`src/rtl/ist_pkg.sv`:
```
`timescale 1ns / 1ps
// ----------------------------------------------------------------------------
// ist_pkg: shared types and constants for the inventory seen table
// Entry, request and response layouts, cell control group, sequencer states.
// ----------------------------------------------------------------------------
package ist_pkg;

    // table geometry
    localparam int CAPACITY  = 64;
    localparam int FILL_W    = $clog2(CAPACITY + 1);
    localparam int OCC_W     = 7;
    localparam int GRP_SIZE  = 8;
    localparam int GRP_NUM   = CAPACITY / GRP_SIZE;
    localparam int GRP_CNT_W = $clog2(GRP_SIZE + 1);

    // default expiry: ten minutes in milliseconds
    localparam logic [31:0] EXPIRY_RESET = 32'd600000;

    // action codes
    localparam logic [1:0] ACT_QUERY  = 2'd0;
    localparam logic [1:0] ACT_ADD    = 2'd1;
    localparam logic [1:0] ACT_EXPIRE = 2'd2;

    // input transaction
    typedef struct packed {
        logic [1:0]  action;
        logic [63:0] hash_w0;
        logic [63:0] hash_w1;
        logic [63:0] hash_w2;
        logic [63:0] hash_w3;
        logic [31:0] item_type;
        logic [63:0] now_ms;
    } t_req;

    // output transaction
    typedef struct packed {
        logic             found;
        logic             evicted;
        logic [OCC_W-1:0] removed;
        logic [OCC_W-1:0] occupancy;
    } t_rsp;

    // one stored entry
    typedef struct packed {
        logic [63:0] hash_w0;
        logic [63:0] hash_w1;
        logic [63:0] hash_w2;
        logic [63:0] hash_w3;
        logic [31:0] kind;
        logic [63:0] stamp;
    } t_entry;

    // broadcast control for the cell row
    typedef struct packed {
        logic cmp;    // capture match and age flags
        logic shift;  // evict oldest: every cell takes its right neighbor
        logic load;   // selected cell takes the new entry
        logic drop;   // invalidate aged-out cells
        logic pack;   // close holes toward the head of the row
    } t_cell_ctl;

    typedef enum logic [2:0] {
        ST_IDLE,
        ST_CMP,
        ST_ACT,
        ST_PACK,
        ST_HOLD
    } t_state;

endpackage

```
`src/rtl/ist_cell.sv`:
```
`timescale 1ns / 1ps
// ----------------------------------------------------------------------------
// ist_cell: one slot of the seen table
// Holds one entry, compares it against the request, and trades contents with
// its neighbors for eviction shifts and hole compaction.
// ----------------------------------------------------------------------------
module ist_cell (
    input  logic               i_clk,
    input  logic               i_rst_n,
    input  ist_pkg::t_cell_ctl i_ctl,
    input  logic               i_sel,
    input  ist_pkg::t_entry    i_key,
    input  logic [31:0]        i_expiry,
    input  ist_pkg::t_entry    i_right_entry,
    input  logic               i_right_valid,
    input  logic               i_left_valid,
    output ist_pkg::t_entry    o_entry,
    output logic               o_valid,
    output logic               o_match,
    output logic               o_doom,
    output logic               o_move
);
    import ist_pkg::*;

    t_entry      r_entry;
    t_entry      n_entry;
    logic        r_valid;
    logic        n_valid;
    logic        r_match;
    logic        r_doom;
    logic        w_eq;
    logic [63:0] w_age;
    logic        w_take;

    // key compare and age against the request time
    assign w_eq = (r_entry.kind == i_key.kind) && (r_entry.hash_w0 == i_key.hash_w0) &&
                  (r_entry.hash_w1 == i_key.hash_w1) && (r_entry.hash_w2 == i_key.hash_w2) &&
                  (r_entry.hash_w3 == i_key.hash_w3);
    assign w_age = i_key.stamp - r_entry.stamp;

    // a hole pulls in a live right neighbor
    assign w_take = !r_valid && i_right_valid;

    // next contents
    always_comb begin
        n_entry = r_entry;
        n_valid = r_valid;
        if (i_ctl.shift) begin
            n_entry = i_right_entry;
        end
        if (i_ctl.load && i_sel) begin
            n_entry = i_key;
            n_valid = 1'b1;
        end
        if (i_ctl.drop) begin
            n_valid = r_valid && !r_doom;
        end
        if (i_ctl.pack) begin
            if (w_take) begin
                n_entry = i_right_entry;
                n_valid = 1'b1;
            end else if (r_valid && !i_left_valid) begin
                n_valid = 1'b0;
            end
        end
    end

    always_ff @(posedge i_clk) begin
        if (!i_rst_n) begin
            r_valid <= 1'b0;
        end else begin
            r_valid <= n_valid;
        end
    end

    // payload and compare flags
    always_ff @(posedge i_clk) begin
        r_entry <= n_entry;
        if (i_ctl.cmp) begin
            r_match <= r_valid && w_eq;
            r_doom  <= r_valid && (w_age >= {32'd0, i_expiry});
        end
    end

    assign o_entry = r_entry;
    assign o_valid = r_valid;
    assign o_match = r_match;
    assign o_doom  = r_doom;
    assign o_move  = w_take;

endmodule

```
`config.mk`:
```
export PLATFORM = sky130hd
export DESIGN_NAME = ist_cell
export DESIGN_NICKNAME = d
export VERILOG_FILES = /design/src/rtl/ist_pkg.sv /design/src/rtl/ist_cell.sv
export SDC_FILE = /design/constraint.sdc
export NUM_CORES = 1
export LEC_CHECK = 0
export ABC_AREA = 1
export BUFFER_PORTS_ARGS = -buffer_cell sky130_fd_sc_hd__buf_2
export CAP_MARGIN = 20
export CORE_AREA = 5 5 422 424
export DETAILED_ROUTE_END_ITERATION = 6
export DIE_AREA = 0 0 427 429
export SLEW_MARGIN = 0
export SYNTH_ARGS = -nofsm -noshare
export SYNTH_HDL_FRONTEND = slang
export SYNTH_SLANG_ARGS = --single-unit
```
`constraint.sdc`:
```
create_clock -name i_clk -period 3.33 [get_ports i_clk]
set_clock_uncertainty 0.15 [all_clocks]
set_input_delay 0.333 -clock i_clk [delete_from_list [all_inputs] [get_ports i_clk]]
set_output_delay 0.333 -clock i_clk [all_outputs]
set_load 0.05 [all_outputs]
```
### After elaboration in Yosys (flattened, before gate mapping)

Index checks and enable logic that the tools add are counted.

| word-level totals | value |
|---|---|
| register bits | 355 |
| output and inout bits | 356 |

| cells by class | value |
|---|---|
| $add $sub $neg | 1 |
| magnitude comparators | 1 |
| eq/ne operators | 5 |
| mux-type cells | 9 |
| reduce and logical (&&, ||, !) cells | 13 |

Operator list:

| cell | count |
|---|---|
| $mux W352 | 4 |
| $eq A64 B64 Y1 | 4 |
| $ge A64 B32 Y1 | 1 |
| $sub A64 B64 Y64 | 1 |
| $eq A32 B32 Y1 | 1 |
| $logic_and A1 B1 Y1 | 10 |
| $mux W1 | 5 |
| $logic_not A1 Y1 | 3 |

### Depth between registers and ports, before layout

Gate-level depths: netlist of run 1.

| depth | value |
|---|---|
| depth after elaboration | 6 |
| depth in mapped cells | 28 |
| depth with buffers taken out | 28 |

### Least setup slack after synthesis of run 1

OpenSTA, ideal clock, no wires.

| path | value |
|---|---|
| path kind | reg-to-reg |
| start point | register r_entry (netlist bit o_entry[0]) |
| end point | register r_doom, in the netlist o_doom (data pin) |
| arrival | 3.047 ns |
| required time | 2.924 ns |
| setup slack | -0.123 ns |
| stages on the path, launching flop included | 22 |
| path buffers | 0 |
| cell sequence | dfxtp_1 -> ha_1 -> inv_1 -> fa_1 -> nand3_1 -> nand3_1 -> nand3_1 -> nand3_1 -> nand3_1 -> nand2_2 -> xor2_1 -> ha_1 -> nand3_1 -> inv_1 -> a21oi_1 -> nand3_1 -> nor2_1 -> nand3_1 -> nor2_1 -> nand2_1 -> nor2_1 -> nor2_1 |

| between the ends | value |
|---|---|
| longest elaborated chain between the ends | 3 |

Ends and longest elaborated chain:

| item | line | source |
|---|---|---|
| start: declaration | ist_cell.sv:25 | `t_entry r_entry;` |
| start signal: assignment | ist_cell.sv:78 | `r_entry <= n_entry;` |
| $sub A64 B64 Y64 | ist_cell.sv:39 | `assign w_age = i_key.stamp - r_entry.stamp;` |
| $ge A64 B32 Y1 | ist_cell.sv:81 | `r_doom <= r_valid && (w_age >= {32'd0, i_expiry});` |
| $logic_and A1 B1 Y1 | ist_cell.sv:81 |  |
| end signal: assignment | ist_cell.sv:81 |  |
| end: declaration | ist_cell.sv:30 | `logic r_doom;` |

No other way between the ends.
A chain may end at the register's enable or synchronous reset.

### Final worst setup path of run 1

Same ends and word-level chain as after synthesis.

==> results of run 1 <==
metrics by stage:
stage               instances  hold WS, ps  instance area (sq um)  power [mW]
floorplan                4326          294                  26500        10.8
global placement         7850          379                  36600        15.7
detailed placement       7850          383                  36600        15.7
CTS                      8665         24.9                  46000        23.3
global route             8748         92.8                  46800        24.7
finish                   8768         84.8                  46800        23.6
final cells by class:
type	count	area, sq um
fillers	19500	127000
multi-input cells	3048	16800
repair buffers	2125	15200
flip-flops and latches	355	7160
well taps	2325	2910
inverters	729	2740
clock buffers	81	1630
diodes	87	218
clock inverters	18	193
how the worst max path moves through the flow:
stage	startpoint	end	slack (ps)	cells after the start
finish	o_entry[0]	o_doom	-70	24
global route	o_entry[12]	o_doom	-310	24
CTS	o_entry[0]	o_doom	-90	24
detailed placement	i_key[0]	o_doom	-480	24
global placement	i_key[0]	o_doom	-550	27
floorplan	o_entry[25]	o_doom	5	24
placed cells by master, fill, tap and decap left out, drive strengths merged, types with 27 or more instances in the layout:
cell type	count
nand2	1508
buf	1420
inv	729
dlygate4sd3	705
o21ai	455
o211ai	353
dfxtp	353
nor2	144
ha	95
diode	87
clkbuf	81
nand3	70
a21oi	68
o22ai	52
xor2	50
nor4	42
xnor2	42
a22o	33
nand4	29
or2	27
report_power, final:
| group | total [mW] | switching, mW | leakage (nW) | internal [mW] |
|---|---|---|---|---|
| logic | 12.1 | 7.94 | 20.0 | 4.13 |
| clock network | 6.15 | 2.69 | 0.876 | 3.46 |
| registers | 5.38 | 0.520 | 3.00 | 4.86 |
critical path: cells and delay by family, from the launching register on:
family	cells	cell delay [ps]
buf+inv	4	310
simple gates	14	1120
fa+ha+maj	3	770
flops	1	340
xor+xnor	1	200
compound gates	2	220
per-layer routing:
metal	vias up	global-route usage	wire length (um)
met1	18900	0.304	94700
met2	2181	0.410	110000
met4	20	0.120	14000
met5	-	0	130
li1	18100	-	-
met3	505	0.0988	28700
registers in the layout, summed over array words and instances, names as in the netlist:
register  cells
o_valid       1
o_match       1
o_doom        1
o_entry     352
cells by family after synthesis:
group | synth area share
flip-flops | 0.269
XOR/XNOR | 0.0305
buffers and inverters | 0.132
AND/OR/NAND/NOR | 0.287
adder cells (fa/ha/maj) | 0.0457
AO/OA/AOI/OAI | 0.236
what timing repair did:
| item | CTS | global route |
|---|---|---|
| setup endpoints to repair | 1 | 1 |
| setup buffers | 11 | 15 |
| pin swaps | 48 | 64 |
| resized for setup | 91 | 127 |
| hold buffers | 705 | 0 |
| hold endpoints to repair | 355 | 0 |
==> impl_metrics.tcl, run 1 <==
set metrics [dict create \
    status "finished with violations" \
    violations "negative setup slack" \
    ys_seq_area_frac 0.269 \
    die_x_um 427 \
    drv_cap 0 \
    synth.largest_area_cell "dfxtp_1" \
    cts_buffers 54 \
    fp.dieH_um 429 \
    hold_viol 0 \
    wl_um 248000 \
    path_cells "ha_4 > inv_2 > fa_2 > nand3_4 > o211ai_1 > buf_4 > nand2_2 > nand3b_1 > xor2_2 > ha_1 > nand2_1 > inv_1 > nand3_2 > inv_1 > a21oi_2 > nand2_2 > nand2_1 > nand2_1 > nor2_1 > nand2_1 > nor2_2 > nand2_1 > nor2_1 > nor2_1" \
    power.leakage_nw 23.8 \
    ir_drop_mv 0.423 \
    crit_top_cell "nand2_1" \
    synth_flop_cell "dfxtp_1" \
    cp-end-kind "flop" \
    synth_edf_count 2 \
    fin_ws_ps -71.8 \
    r2r_slack_ps -70 \
    layout.nets 7155 \
    synth_top_area_frac 0.267 \
    drv_slew 0 \
    tightest_slew_ps 1180 \
    drtAntennaViolNets 0 \
    critPathMaxFanout 3 \
    floorplan.die_area_sq_um 183000 \
    dr_total_vias 39800 \
    drc 0 \
    cpPeakStageDelay_ps 360 \
    slew_headroom 0.211 \
    setup_violations 1 \
    synth_cell_types 45 \
    reg2reg_to "o_doom" \
    port_buffers 1101 \
    power_density_nw_per_um2 504 \
    hp-start "i_key[327]" \
    hpwlAfterDp_um 210000 \
    pre_cts_slack_ps -475 \
    cp.arrival_ps 3670 \
    gp_congestion 1.02 \
    drt_iter0_drc 3930 \
    grt-ovfl-total 0 \
    grt_antenna_before_repair 132 \
    syn-cell-area_sq_um 26500 \
    route.detailed.wl_per_inst_um 28.3 \
    rows 153 \
    clock_path_buffers 3 \
    ys_warn_count 0 \
    finalCritPeriodShare 1.02 \
    syn_area_per_cell_sq_um 6.12 \
    grt_usage 0.257 \
    max_freq_mhz 294 \
    firstDrtPassIters 6 \
    clockRootBuffer "clkbuf_16" \
    required_ps 3600 \
    grt_first_pass_wirelength_um 325000 \
    hp-class "input pin to flop" \
    ys_ff_latch 355 \
    synth_most_common_cell "nand2_1" \
    coreArea_sq_um 173000 \
    synth.area.top_cells "dfxtp_1, nand2_1, inv_1" \
    final_util 0.270 \
    final.min_clock_period_ps 3400 \
    cts_tree "yes" \
    path_clk_slew_ps 60 \
    cts_sinks 355 \
    via_per_inst 4.54 \
    synthCells 4326 \
    rsz0062_at_grt "yes" \
    fin_setup_tns_ps -71.8 \
    hold_depth 3 \
    boundaryPins 1102 \
    ys_top_cells_by_count "nand2_1, inv_1, o21ai_0" \
    drive_above_1_share 0.282 \
    start_util 0.153 \
    min_delay_worst_endpoint "o_entry[327]" \
    crit_type "flop to flop" \
    grt_pass1_vias 38500 \
    clock_latency_ps 690 \
    grt_max_degree 195 \
    startpoint_type "flop" \
    area_growth_pct 76.9 \
    r2r_start "o_entry[0]" \
    h-tree-depth 2 \
    cp_slowest_cell "fa_2" \
    syn-num-nets 5168 \
    async_flop_share 0 \
    rr_worst_depth 24 \
]
Note: power is estimated with default switching activity, not from simulation.
==> inputs of run 2 (changes only) <==
--- a/config.mk
+++ b/config.mk
@@ -11,6 +11,7 @@
 export CORE_AREA = 5 5 422 424
 export DETAILED_ROUTE_END_ITERATION = 6
 export DIE_AREA = 0 0 427 429
+export MAX_ROUTING_LAYER = met4
 export SLEW_MARGIN = 0
 export SYNTH_ARGS = -nofsm -noshare
 export SYNTH_HDL_FRONTEND = slang
==> run 2 against run 1 <==
Net effect: flip-flop and latch count unchanged; the flow still finishes with violations (negative setup slack); worst hold slack better by 11 ps; die area unchanged; critical endpoint unchanged; sequential power barely moved.
==> impl_metrics.tcl, run 2 (synthesis gave the netlist of run 1 again) <==
set metrics [dict create \
    power_density_nw_per_um2 508 \
    startpoint_type "flop" \
    p_switching_mw 11.2 \
    seqCellArea_sq_um 7160 \
    intPower_mw 12.7 \
    ir_drop_mv 0.406 \
    cp.arrival_ps 3660 \
    grt_usage 0.269 \
    wl_um 252000 \
    hp-class "input pin to flop" \
    grt_pass1_vias 39000 \
    fin_ws_ps -47.2 \
    pre_cts_slack_ps -576 \
    dr_total_vias 39800 \
    power.leakage_nw 24.0 \
    required_ps 3620 \
    fin_setup_tns_ps -47.2 \
    hold_viol 0 \
    gp_congestion 1.03 \
    path_buf_inv 4 \
    setup_violations 1 \
    drtAntennaViolNets 0 \
    whs_ps 95.4 \
    hold_depth 3 \
    crit_top_cell "nor2_1" \
    cpPeakStageDelay_ps 390 \
    rsz0062_at_grt "yes" \
    path_clk_slew_ps 60 \
    grt-ovfl-total 0 \
    setup.worst_path.start "o_entry[0]" \
    path_cells "ha_4 > inv_2 > fa_2 > nand3_4 > nor2_4 > o21bai_2 > nand2_2 > buf_6 > nand2_4 > nand2_4 > xor2_2 > ha_1 > nand2_2 > inv_1 > nand3_2 > inv_2 > a21oi_2 > nand3_1 > nor2_1 > nand3_1 > nor2_1 > nand2_1 > nor2_1 > nor2_1" \
    r2r_start "o_entry[0]" \
    critPathTopFamily "simple AND/OR/NAND/NOR gates" \
    grt_first_pass_wirelength_um 330000 \
    hpwlAfterDp_um 214000 \
    clockRootBuffer "clkbuf_16" \
    clock_latency_ps 670 \
    fillers 19500 \
    status "finished with violations" \
    final_util 0.271 \
    p_seq_frac 0.226 \
    die_x_um 427 \
    violations "negative setup slack" \
    drt_iter0_drc 3875 \
    start_util 0.153 \
    max_freq_mhz 296 \
    firstDrtPassIters 6 \
    drv_cap 0 \
    cts_buffers 52 \
    route.detailed.wl_per_inst_um 28.7 \
    area_growth_pct 77.4 \
    crit_type "flop to flop" \
    h-tree-depth 2 \
    drc 0 \
    tightest_slew_ps 1260 \
    cp-end-kind "flop" \
    final_common_cell "nand2_1" \
    cts_tree "yes" \
    hp-start "i_key[327]" \
    swShare 0.469 \
    via_per_inst 4.53 \
    floorplan.die_area_sq_um 183000 \
    final.min_clock_period_ps 3380 \
    layout.nets 7175 \
    slew_headroom 0.159 \
    final_cell_mix "nand2_1, buf_2, dlygate4sd3_1" \
    clock_path_buffers 3 \
    coreArea_sq_um 173000 \
    drive_above_1_share 0.286 \
    rr_worst_depth 24 \
    placed_cell_area_sq_um 36800 \
    cp_slowest_cell "fa_2" \
    drv_slew 0 \
    multi_input_area_sq_um 16700 \
    fp.dieH_um 429 \
    boundaryPins 1102 \
    postLayoutCellArea_sq_um 47000 \
    finalCritPeriodShare 1.01 \
    cts_sinks 355 \
    combPwrFrac 0.509 \
    power_frac_clock 0.265 \
    rows 153 \
    worst-path-stages 24 \
    port_buffers 1101 \
    critPathMaxFanout 3 \
    grt_antenna_before_repair 118 \
    grt_max_degree 208 \
    largest_register_ffs 352 \
]
## run 2: cell count changes in the layout (fill, tap and decap cells not counted), moves of 5 or more
cell     previous run  this run
buf_6               8         3
nor2_2             20        26
buf_4             297       319
nor2_4             21        16
diode_2            87        75
## run 2: final timing paths
path	end	slack [ps]
hold reg to reg	o_match	710
setup / recovery	o_doom	-50
hold / removal	o_entry[327]	100
setup reg to reg	o_doom	-50
## run 2: worst min-delay path, cell delays in order
cell	delay [ps]
buf_2	240
o211ai_1	250
nand2_1	50
## run 2: per-layer routing
layer | global-route usage | vias up | routed length [um]
met5 | - | - | 0
met4 | 0.140 | 0 | 16300
met3 | 0.0835 | 549 | 26300
met2 | 0.412 | 2107 | 111000
met1 | 0.316 | 19000 | 98600
li1 | - | 18200 | -
## run 2: power groups by stage
stage / Combinational (mW) / Clock [mW] / Sequential [mW]
global route: 12.9 / 6.58 / 5.44
global placement: 10.4 / 0 / 5.43
detailed placement: 10.4 / 0 / 5.46
finish: 12.2 / 6.31 / 5.40
CTS: 11.8 / 6.47 / 5.37
floorplan: 3.51 / 0 / 7.33
## run 2: area by class of cell
| type | instances | share of cell area |
|---|---|---|
| Antenna cell | 75 | 0.00400 |
| Multi-Input combinational cell | 3048 | 0.356 |
| Timing Repair Buffer | 2147 | 0.327 |
| Tap cell | 2325 | 0.0620 |
| Clock inverter | 23 | 0.00624 |
| Inverter | 729 | 0.0584 |
| Clock buffer | 75 | 0.0332 |
| Sequential cell | 355 | 0.153 |
## run 2: repair_timing
action                                 in CTS  in global routing
setup buffers                              12                 14
setup endpoints to repair                   1                  7
resized for setup                          77                129
hold buffers                              706                  0
pin swaps                                  37                 70
endpoints found under the hold margin     355                  0
## run 2: stage by stage
stage | power, mW | cells
floorplan | 10.8 | 4326
detailed placement | 15.9 | 7873
global route | 24.9 | 8761
CTS | 23.7 | 8689
global placement | 15.9 | 7873
finish | 23.9 | 8777
